## src/sv/i2cmra_pkg.sv

```systemverilog
// ----------------------------------------------------------------------------
// i2cmra_pkg
// shared types and constants of the i2c register access master
// ----------------------------------------------------------------------------
package i2cmra_pkg;

    localparam int APB_AW = 3;
    localparam int APB_DW = 32;

    // request kinds
    localparam logic [1:0] KIND_TICK  = 2'd0;
    localparam logic [1:0] KIND_WRITE = 2'd1;
    localparam logic [1:0] KIND_READ  = 2'd2;

    // configuration register indexes
    localparam logic REG_DEV_WR_ADDR = 1'b0;
    localparam logic REG_DEV_RD_ADDR = 1'b1;

    // byte sequence positions
    localparam logic [1:0] BYTE_DEV_WR = 2'd0;
    localparam logic [1:0] BYTE_REG    = 2'd1;
    localparam logic [1:0] BYTE_DATA   = 2'd2;
    localparam logic [1:0] BYTE_DEV_RD = 2'd3;

    localparam logic [3:0] BITS_PER_BYTE = 4'd8;

    typedef struct packed {
        logic [1:0] kind;
        logic [7:0] register_address;
        logic [7:0] write_value;
        logic       sda_sample;
    } in_item_t;

    typedef struct packed {
        logic       scl_level;
        logic       sda_level;
        logic       sda_released;
        logic       busy_res;
        logic       done_res;
        logic [7:0] read_value;
    } out_item_t;

endpackage

```

## src/sv/i2cmra_if.sv

```systemverilog
// ----------------------------------------------------------------------------
// i2cmra channel interfaces
// valid/ready channels carrying tick items and pin results
// ----------------------------------------------------------------------------
interface i2cmra_in_if;
    import i2cmra_pkg::*;

    logic     valid;
    logic     ready;
    in_item_t data;

    modport source (output valid, output data, input ready);
    modport sink (input valid, input data, output ready);
endinterface

interface i2cmra_out_if;
    import i2cmra_pkg::*;

    logic      valid;
    logic      ready;
    out_item_t data;

    modport source (output valid, output data, input ready);
    modport sink (input valid, input data, output ready);
endinterface

```

## src/sv/i2c_master_register_access_unit.sv

```systemverilog
// ----------------------------------------------------------------------------
// i2c_master_register_access_unit
// datapath: request, input register, sequencer step, output register, response
// throughput: one tick per cycle unless stalled; in/out registers decouple stalls
// the bit sequencer advances one step per tick between the two registers
// reset: async active low; idle, scl and sda high and driven, read byte zero
// ----------------------------------------------------------------------------
module i2c_master_register_access_unit (
    input  logic                          clk,
    input  logic                          rst_n,
    i2cmra_in_if.sink                     request,
    i2cmra_out_if.source                  response,
    input  logic                          psel,
    input  logic                          penable,
    input  logic                          pwrite,
    input  logic [i2cmra_pkg::APB_AW-1:0] paddr,
    input  logic [i2cmra_pkg::APB_DW-1:0] pwdata,
    output logic [i2cmra_pkg::APB_DW-1:0] prdata,
    output logic                          pready
);
    import i2cmra_pkg::*;

    typedef enum logic [4:0] {
        PH_IDLE, PH_ST0, PH_ST1, PH_ST2,
        PH_WB0, PH_WB1, PH_WB2,
        PH_AK0, PH_AK1, PH_AK2, PH_AK3, PH_AK4,
        PH_RD0, PH_RD1, PH_RB0, PH_RB1,
        PH_RN0, PH_RN1, PH_RN2,
        PH_SP0, PH_SP1, PH_SP2, PH_SP3
    } phase_t;

    logic [7:0] dev_wr_addr_reg;
    logic [7:0] dev_rd_addr_reg;

    logic       in_vld_reg;
    in_item_t   in_data_reg;
    logic       out_vld_reg;
    out_item_t  out_data_reg;
    out_item_t  out_data_next;

    phase_t     phase_reg, phase_next;
    logic [3:0] bit_count_reg, bit_count_next;
    logic [7:0] shift_byte_reg, shift_byte_next;
    logic [1:0] pending_kind_reg, pending_kind_next;
    logic [7:0] held_register_reg, held_register_next;
    logic [7:0] held_value_reg, held_value_next;
    logic [7:0] read_shift_reg, read_shift_next;
    logic [1:0] byte_index_reg, byte_index_next;
    logic       scl_reg, scl_next;
    logic       sda_reg, sda_next;
    logic       rel_reg, rel_next;
    logic       nack_reg, nack_next;
    logic       retry_reg, retry_next;
    logic [7:0] last_read_reg, last_read_next;
    logic       done_next;

    logic       move;
    logic       cfg_write;

    assign move          = in_vld_reg && (!out_vld_reg || response.ready);
    assign request.ready = !in_vld_reg || move;
    assign response.valid = out_vld_reg;
    assign response.data  = out_data_reg;

    assign pready    = 1'b1;
    assign cfg_write = psel && penable && pwrite && pready;
    assign prdata    = (paddr[2] == REG_DEV_RD_ADDR) ? {{(APB_DW-8){1'b0}}, dev_rd_addr_reg}
                                                     : {{(APB_DW-8){1'b0}}, dev_wr_addr_reg};

    // one sequencer step for the tick in the input register
    always_comb
    begin
        logic [3:0] bc_inc;
        bc_inc             = bit_count_reg + 4'd1;
        phase_next         = phase_reg;
        bit_count_next     = bit_count_reg;
        shift_byte_next    = shift_byte_reg;
        pending_kind_next  = pending_kind_reg;
        held_register_next = held_register_reg;
        held_value_next    = held_value_reg;
        read_shift_next    = read_shift_reg;
        byte_index_next    = byte_index_reg;
        scl_next           = scl_reg;
        sda_next           = sda_reg;
        rel_next           = rel_reg;
        nack_next          = nack_reg;
        retry_next         = retry_reg;
        last_read_next     = last_read_reg;
        done_next          = 1'b0;

        case (phase_reg)
            PH_IDLE:
            begin
                if (in_data_reg.kind == KIND_WRITE || in_data_reg.kind == KIND_READ)
                begin
                    pending_kind_next  = in_data_reg.kind;
                    held_register_next = in_data_reg.register_address;
                    held_value_next    = in_data_reg.write_value;
                    byte_index_next    = BYTE_DEV_WR;
                    bit_count_next     = 4'd0;
                    retry_next         = 1'b0;
                    nack_next          = 1'b0;
                    sda_next           = 1'b1;
                    phase_next         = PH_ST1;
                end
            end
            PH_ST0:
            begin
                sda_next   = 1'b1;
                phase_next = PH_ST1;
            end
            PH_ST1:
            begin
                scl_next   = 1'b1;
                phase_next = PH_ST2;
            end
            PH_ST2:
            begin
                sda_next        = 1'b0;
                shift_byte_next = (byte_index_reg == BYTE_DEV_WR) ? dev_wr_addr_reg
                                                                  : dev_rd_addr_reg;
                bit_count_next  = 4'd0;
                phase_next      = PH_WB0;
            end
            PH_WB0:
            begin
                scl_next   = 1'b0;
                phase_next = PH_WB1;
            end
            PH_WB1:
            begin
                sda_next   = shift_byte_reg[7];
                phase_next = PH_WB2;
            end
            PH_WB2:
            begin
                scl_next        = 1'b1;
                shift_byte_next = {shift_byte_reg[6:0], 1'b0};
                bit_count_next  = bc_inc;
                phase_next      = (bc_inc >= BITS_PER_BYTE) ? PH_AK0 : PH_WB0;
            end
            PH_AK0:
            begin
                scl_next   = 1'b0;
                phase_next = PH_AK1;
            end
            PH_AK1:
            begin
                rel_next   = 1'b1;
                phase_next = PH_AK2;
            end
            PH_AK2:
            begin
                scl_next   = 1'b1;
                phase_next = PH_AK3;
            end
            PH_AK3:
            begin
                nack_next  = in_data_reg.sda_sample;
                scl_next   = 1'b0;
                phase_next = PH_AK4;
            end
            PH_AK4:
            begin
                rel_next = 1'b0;
                if (nack_reg)
                begin
                    retry_next = 1'b1;
                    phase_next = PH_SP0;
                end
                else
                begin
                    case (byte_index_reg)
                        BYTE_DEV_WR:
                        begin
                            shift_byte_next = held_register_reg;
                            bit_count_next  = 4'd0;
                            byte_index_next = BYTE_REG;
                            phase_next      = PH_WB0;
                        end
                        BYTE_REG:
                        begin
                            if (pending_kind_reg == KIND_WRITE)
                            begin
                                shift_byte_next = held_value_reg;
                                bit_count_next  = 4'd0;
                                byte_index_next = BYTE_DATA;
                                phase_next      = PH_WB0;
                            end
                            else
                            begin
                                byte_index_next = BYTE_DATA;
                                phase_next      = PH_ST0;
                            end
                        end
                        BYTE_DATA:
                        begin
                            if (pending_kind_reg == KIND_WRITE)
                            begin
                                phase_next = PH_SP0;
                            end
                            else
                            begin
                                byte_index_next = BYTE_DEV_RD;
                                phase_next      = PH_RD0;
                            end
                        end
                        default:
                        begin
                            phase_next = PH_SP0;
                        end
                    endcase
                end
            end
            PH_RD0:
            begin
                scl_next   = 1'b0;
                phase_next = PH_RD1;
            end
            PH_RD1:
            begin
                rel_next        = 1'b1;
                bit_count_next  = 4'd0;
                read_shift_next = 8'd0;
                phase_next      = PH_RB0;
            end
            PH_RB0:
            begin
                scl_next   = 1'b1;
                phase_next = PH_RB1;
            end
            PH_RB1:
            begin
                read_shift_next = {read_shift_reg[6:0], in_data_reg.sda_sample};
                scl_next        = 1'b0;
                bit_count_next  = bc_inc;
                phase_next      = (bc_inc >= BITS_PER_BYTE) ? PH_RN0 : PH_RB0;
            end
            PH_RN0:
            begin
                rel_next   = 1'b0;
                phase_next = PH_RN1;
            end
            PH_RN1:
            begin
                sda_next   = 1'b1;
                phase_next = PH_RN2;
            end
            PH_RN2:
            begin
                scl_next   = 1'b1;
                retry_next = 1'b0;
                phase_next = PH_SP0;
            end
            PH_SP0:
            begin
                scl_next   = 1'b0;
                phase_next = PH_SP1;
            end
            PH_SP1:
            begin
                sda_next   = 1'b0;
                phase_next = PH_SP2;
            end
            PH_SP2:
            begin
                scl_next   = 1'b1;
                phase_next = PH_SP3;
            end
            PH_SP3:
            begin
                sda_next = 1'b1;
                if (retry_reg)
                begin
                    retry_next      = 1'b0;
                    byte_index_next = BYTE_DEV_WR;
                    phase_next      = PH_ST0;
                end
                else
                begin
                    done_next = 1'b1;
                    if (pending_kind_reg == KIND_READ)
                    begin
                        last_read_next = read_shift_reg;
                    end
                    pending_kind_next = KIND_TICK;
                    phase_next        = PH_IDLE;
                end
            end
            default:
            begin
                phase_next = PH_IDLE;
            end
        endcase

        out_data_next.scl_level    = scl_next;
        out_data_next.sda_level    = rel_next ? 1'b0 : sda_next;
        out_data_next.sda_released = rel_next;
        out_data_next.busy_res     = (phase_next != PH_IDLE);
        out_data_next.done_res     = done_next;
        out_data_next.read_value   = last_read_next;
    end

    always_ff @(posedge clk or negedge rst_n)
    begin
        if (!rst_n)
        begin
            dev_wr_addr_reg   <= 8'd0;
            dev_rd_addr_reg   <= 8'd0;
            in_vld_reg        <= 1'b0;
            in_data_reg       <= '0;
            out_vld_reg       <= 1'b0;
            out_data_reg      <= '0;
            phase_reg         <= PH_IDLE;
            bit_count_reg     <= 4'd0;
            shift_byte_reg    <= 8'd0;
            pending_kind_reg  <= KIND_TICK;
            held_register_reg <= 8'd0;
            held_value_reg    <= 8'd0;
            read_shift_reg    <= 8'd0;
            byte_index_reg    <= BYTE_DEV_WR;
            scl_reg           <= 1'b1;
            sda_reg           <= 1'b1;
            rel_reg           <= 1'b0;
            nack_reg          <= 1'b0;
            retry_reg         <= 1'b0;
            last_read_reg     <= 8'd0;
        end
        else
        begin
            if (cfg_write)
            begin
                if (paddr[2] == REG_DEV_RD_ADDR)
                begin
                    dev_rd_addr_reg <= pwdata[7:0];
                end
                else
                begin
                    dev_wr_addr_reg <= pwdata[7:0];
                end
            end

            // input register
            if (request.valid && request.ready)
            begin
                in_vld_reg  <= 1'b1;
                in_data_reg <= request.data;
            end
            else if (move)
            begin
                in_vld_reg <= 1'b0;
            end

            // output register
            if (move)
            begin
                out_vld_reg  <= 1'b1;
                out_data_reg <= out_data_next;
            end
            else if (response.ready)
            begin
                out_vld_reg <= 1'b0;
            end

            if (move)
            begin
                phase_reg         <= phase_next;
                bit_count_reg     <= bit_count_next;
                shift_byte_reg    <= shift_byte_next;
                pending_kind_reg  <= pending_kind_next;
                held_register_reg <= held_register_next;
                held_value_reg    <= held_value_next;
                read_shift_reg    <= read_shift_next;
                byte_index_reg    <= byte_index_next;
                scl_reg           <= scl_next;
                sda_reg           <= sda_next;
                rel_reg           <= rel_next;
                nack_reg          <= nack_next;
                retry_reg         <= retry_next;
                last_read_reg     <= last_read_next;
            end
        end
    end

endmodule

```

## src/flat_wrapper.sv

```systemverilog
// flat-port wrapper written by rule: the top's interface ports become plain ports
module i2c_master_register_access_unit_flat import i2cmra_pkg::*;
  (clk, rst_n, psel, penable, pwrite, paddr, pwdata, prdata, pready, request_valid, request_data, request_ready, response_valid, response_data, response_ready);
  i2cmra_in_if request_i ();
  i2cmra_out_if response_i ();
  input  logic clk;
  input  logic rst_n;
  input  logic psel;
  input  logic penable;
  input  logic pwrite;
  input  logic [i2cmra_pkg::APB_AW-1:0] paddr;
  input  logic [i2cmra_pkg::APB_DW-1:0] pwdata;
  output logic [i2cmra_pkg::APB_DW-1:0] prdata;
  output logic pready;
  input wire logic [$bits(request_i.valid)-1:0] request_valid;
  input wire logic [$bits(request_i.data)-1:0] request_data;
  output wire logic [$bits(request_i.ready)-1:0] request_ready;
  output wire logic [$bits(response_i.valid)-1:0] response_valid;
  output wire logic [$bits(response_i.data)-1:0] response_data;
  input wire logic [$bits(response_i.ready)-1:0] response_ready;
  assign request_i.valid = request_valid;
  assign request_i.data = request_data;
  assign request_ready = request_i.ready;
  assign response_valid = response_i.valid;
  assign response_data = response_i.data;
  assign response_i.ready = response_ready;
  i2c_master_register_access_unit u_core (.clk(clk), .rst_n(rst_n), .request(request_i), .response(response_i), .psel(psel), .penable(penable), .pwrite(pwrite), .paddr(paddr), .pwdata(pwdata), .prdata(prdata), .pready(pready));
endmodule
```

## config.mk

```make
export PLATFORM = sky130hd
export DESIGN_NAME = i2c_master_register_access_unit_flat
export DESIGN_NICKNAME = d
export VERILOG_FILES = /design/src/sv/i2cmra_pkg.sv /design/src/sv/i2cmra_if.sv /design/src/sv/i2c_master_register_access_unit.sv /design/src/flat_wrapper.sv
export SDC_FILE = /design/constraint.sdc
export NUM_CORES = 1
export LEC_CHECK = 0
export CAP_MARGIN = 20
export CORE_ASPECT_RATIO = 1.4
export CORE_MARGIN = 8
export CORE_UTILIZATION = 35
export CTS_CLUSTER_DIAMETER = 60
export DETAILED_ROUTE_END_ITERATION = 8
export DONT_BUFFER_PORTS = 1
export PLACE_DENSITY = 0.53
export SYNTH_ARGS = -nofsm -noshare
export SYNTH_HDL_FRONTEND = slang
export SYNTH_SLANG_ARGS = --single-unit
export TNS_END_PERCENT = 100
```

## constraint.sdc

```tcl
create_clock -name clk -period 3 [get_ports clk]
set_input_delay 0.3 -clock clk [delete_from_list [all_inputs] [get_ports clk]]
set_output_delay 0.3 -clock clk [all_outputs]
set_load 0.05 [all_outputs]
```

==> impl_metrics.csv <==
group,metric,value,unit
critical_path,crit_path_cell_trace,"and2_1, nand3_1, buf_4, nand2_1, o221ai_1, mux2_2",
clock_network,clockBufferDepth,2,
floorplan,initial_core_util,35.7,%
drt,dr.pass1.iters,4,
logic_synthesis,synthMuxAreaShare,21.1,%
logic_synthesis,syn_avg_cell_area,11.4,um2
timing,min_period_over_period,76.3,%
power,powerDensity,919,nW/um2
power,p_leak,2.46,nW
logic_synthesis,synth_seq_area_share,47.8,%
clock_network,cts_resized,0,
power,p_comb_share,36.1,%
critical_path,path_delay_family,"simple AND/OR/NAND/NOR gates",
power,switching_share,38.8,%
timing,timing_hold_violations_final,0,
timing,tns,0,ns
critical_path,max_stage_delay,0.73,ns
hold_path,min_from,"request_valid",
global_route,grt_pass1_wl,18.6,mm
layout,final_area,5660,um2
global_route,antenna_found_initial,0,
floorplan,die_y,160,um
timing,rsz0062_at_grt,"false",
critical_path,cp.required,3.23,ns
logic_synthesis,synthAdderAreaFrac,1.21,%
floorplan,die_x,119,um
floorplan,boundaryPins,109,
critical_path,cp_max_fo,19,
power,switching_power,2.02,mW
clock_network,numCtsBuffers,9,
logic_synthesis,synth_edf_count,0,
drt,wl,11.5,mm
timing,max_freq,0.437,GHz
power,power_frac_seq,40.3,%
critical_path,cp-end-kind,"flop",
logic_synthesis,synth_cell_types,67,
layout,drive_above_1_share,26.8,%
placement,placed_area,5310,um2
placement,io_buffers,0,
clock_network,cts_tree,"done",
floorplan,rows,52,
timing,tightestPinTransition,0.724,ns
layout,largest_register_ff_count,19,
power,power.internal,3.19,mW
timing,period_needed,2.29,ns
logic_synthesis,synthCells,456,
flow_run,drv_cap,0,
drt,final_antenna_net_count,0,
floorplan,core,14500,um2
timing,max_slew_margin,50.5,%
logic_synthesis,async_reset_ff_share,100,%
layout,finalNetCount,524,
floorplan,die_area,19000,um2
placement,gp_congestion,0.858,
layout,syn_to_final_growth,9.22,%
critical_path,r2r_start,"u_core.phase_reg[0]",
drt,vias_per_cell,5.22,
clock_network,clock-root-buffer,"clkbuf_16",
global_route,grt_pass1_vias,3431,
global_route,gr-usage-all-layers,12.2,%
drt,drc,0,
timing,fin_ws,0.710,ns
logic_synthesis,yosys.area_share.simple,11.8,%
timing,setup_violations,0,
logic_synthesis,synth-xor-area-share,0.507,%
placement,place_ws,0.734,ns
global_route,grt_overflow,0,
run_status,status,"finished clean",
power,clkPwrFrac,23.7,%
drt,initialDrtViolationCount,116,
layout,insertedDiodeCount,0,
clock_network,cts_max_level,3,
drt,wl_per_cell,17.7,um
critical_path,slowest_stage,"dfrtp_1",
layout,post-route-util,39.0,%
critical_path,path_buf_inv,1,
logic_synthesis,ys_seq_elements,99,
clock_network,cts.sinks,99,
critical_path,cp-startpoint,"u_core.phase_reg[0]",
timing,slew_viol_final,0,
hold_path,hp-class,"primary input to flop",
clock_network,clk_latency,0.35,ns
global_route,grt_max_degree,100,
logic_synthesis,synth_ff_type,"dfrtp_1",
logic_synthesis,synth_top_family_by_area,"multiplexers",
logic_synthesis,yosysWarnings,0,
placement,place_hpwl,8.31,mm
clock_network,clkTransAtPathRegs,0.07,ns
critical_path,cp-start-kind,"flop",
power,vdd_drop_max,0.000428,V
logic_synthesis,synth-compound-area-share,10.9,%
timing,fin_skew,0.00900,ns
drt,vias,3402,
critical_path,worstSetupPathType,"flop to flop",
critical_path,worst-endpoint-arrival,2.52,ns
logic_synthesis,synthesis.area,5190,um2
-- placed cells by master (no fill, tap or decap), types with 3 or more instances in the layout --
| cell | count |
|---|---|
| nor3b_1 | 4 |
| mux2i_1 | 18 |
| a211oi_1 | 3 |
| clkinv_4 | 3 |
| clkbuf_16 | 9 |
| a21oi_1 | 8 |
| o31ai_1 | 3 |
| inv_1 | 8 |
| nand2_1 | 46 |
| mux2_2 | 79 |
| conb_1 | 25 |
| nand3_1 | 5 |
| a22oi_1 | 5 |
| nor2b_1 | 5 |
| dfrtp_1 | 97 |
| nor3_1 | 6 |
| o221ai_1 | 8 |
| nand2b_1 | 7 |
| buf_4 | 14 |
| nor2_1 | 16 |
| o21ai_0 | 23 |
| ha_1 | 5 |
-- area by class of cell --
class | count | area (um2)
multi-input cells | 324 | 2450
flip-flops and latches | 99 | 2480
well taps | 189 | 236
fillers | 1407 | 8840
repair buffers | 16 | 143
clock inverters | 7 | 95.1
inverters | 8 | 30.0
clock buffers | 9 | 225
-- timing repair --
action,in CTS,in global routing
hold buffers,2,0
endpoints found under the hold margin,99,0
buffers inserted,0,0
setup endpoints to repair,0,0
-- kinds of logic (layout without fill, tap and decap cells) --
group                      count (synthesis)  count (layout)
other                                      2              25
AOI/OAI and AO/OA                         80              80
adders and majority gates                  5               5
and+or+nand+nor                          112             112
muxes                                     99              99
buffers and inverters                     56              40
DFF                                       99              99
xor gates and xnor gates                   3               3
-- power groups by stage --
stage / logic [mW] / registers, mW / clock network (mW)
after floorplan: 1.66 / 1.93 / 0
after global placement: 1.83 / 2.11 / 0
after detailed placement: 1.86 / 2.12 / 0
after CTS: 1.90 / 2.10 / 1.27
after global routing: 2.07 / 2.15 / 1.33
final: 1.88 / 2.10 / 1.23
-- cells in the mapped netlist (3+ instances only) --
library cell	number	share of area (%)
nor3b_1	4	0.58
buf_4	29	4.2
nor2b_1	5	0.60
nor3_1	6	0.58
a211oi_1	3	0.43
mux2_2	79	17
inv_1	8	0.58
o31ai_1	3	0.43
a22oi_1	5	0.72
ha_1	5	1.2
o21ai_0	23	2.2
nand2_1	46	3.3
clkbuf_1	7	0.51
o221ai_1	8	1.4
nand3_1	5	0.48
mux2i_1	18	3.5
nor2_1	16	1.2
a21oi_1	8	0.77
dfrtp_1	97	47
nand2b_1	7	0.84
buf_2	9	0.87
-- path summary, 6_finish.rpt --
| kind | end | slack, ns | cells past startpoint |
|---|---|---|---|
| min in group asynchronous | u_core.response.data[7] | 0.50 | 2 |
| setup reg to reg | u_core.shift_byte_reg[7] | 0.71 | 6 |
| hold reg to reg | u_core.read_shift_reg[7] | 0.48 | 2 |
| max in group asynchronous | u_core.response.data[11] | 2.05 | 2 |
| setup / recovery | u_core.shift_byte_reg[7] | 0.71 | 6 |
| hold / removal | u_core.in_vld_reg | 0.06 | 1 |
-- metal layers --
layer	up-vias	global-route usage, %	wire (um)
met5	-	0	0
li1	1611	-	-
met1	1689	14.0	4680
met2	92	21.3	6010
met4	0	4.33	150
met3	10	3.28	676
-- worst register-to-register path, cell delays in order (launching register included) --
cell and delay (ns):
dfrtp_1 0.73, and2_1 0.31, nand3_1 0.20, buf_4 0.24, nand2_1 0.26, o221ai_1 0.17, mux2_2 0.27
-- through the flow --
stage	cells	power [mW]	hold slack, ns
floorplan	479	3.59	0.00441
global placement	634	3.94	0.0122
detailed placement	634	3.98	0.0120
CTS	652	5.26	0.0442
global route	652	5.55	0.0712
finish	652	5.21	0.0621
Power figures use the tool's default switching activity.
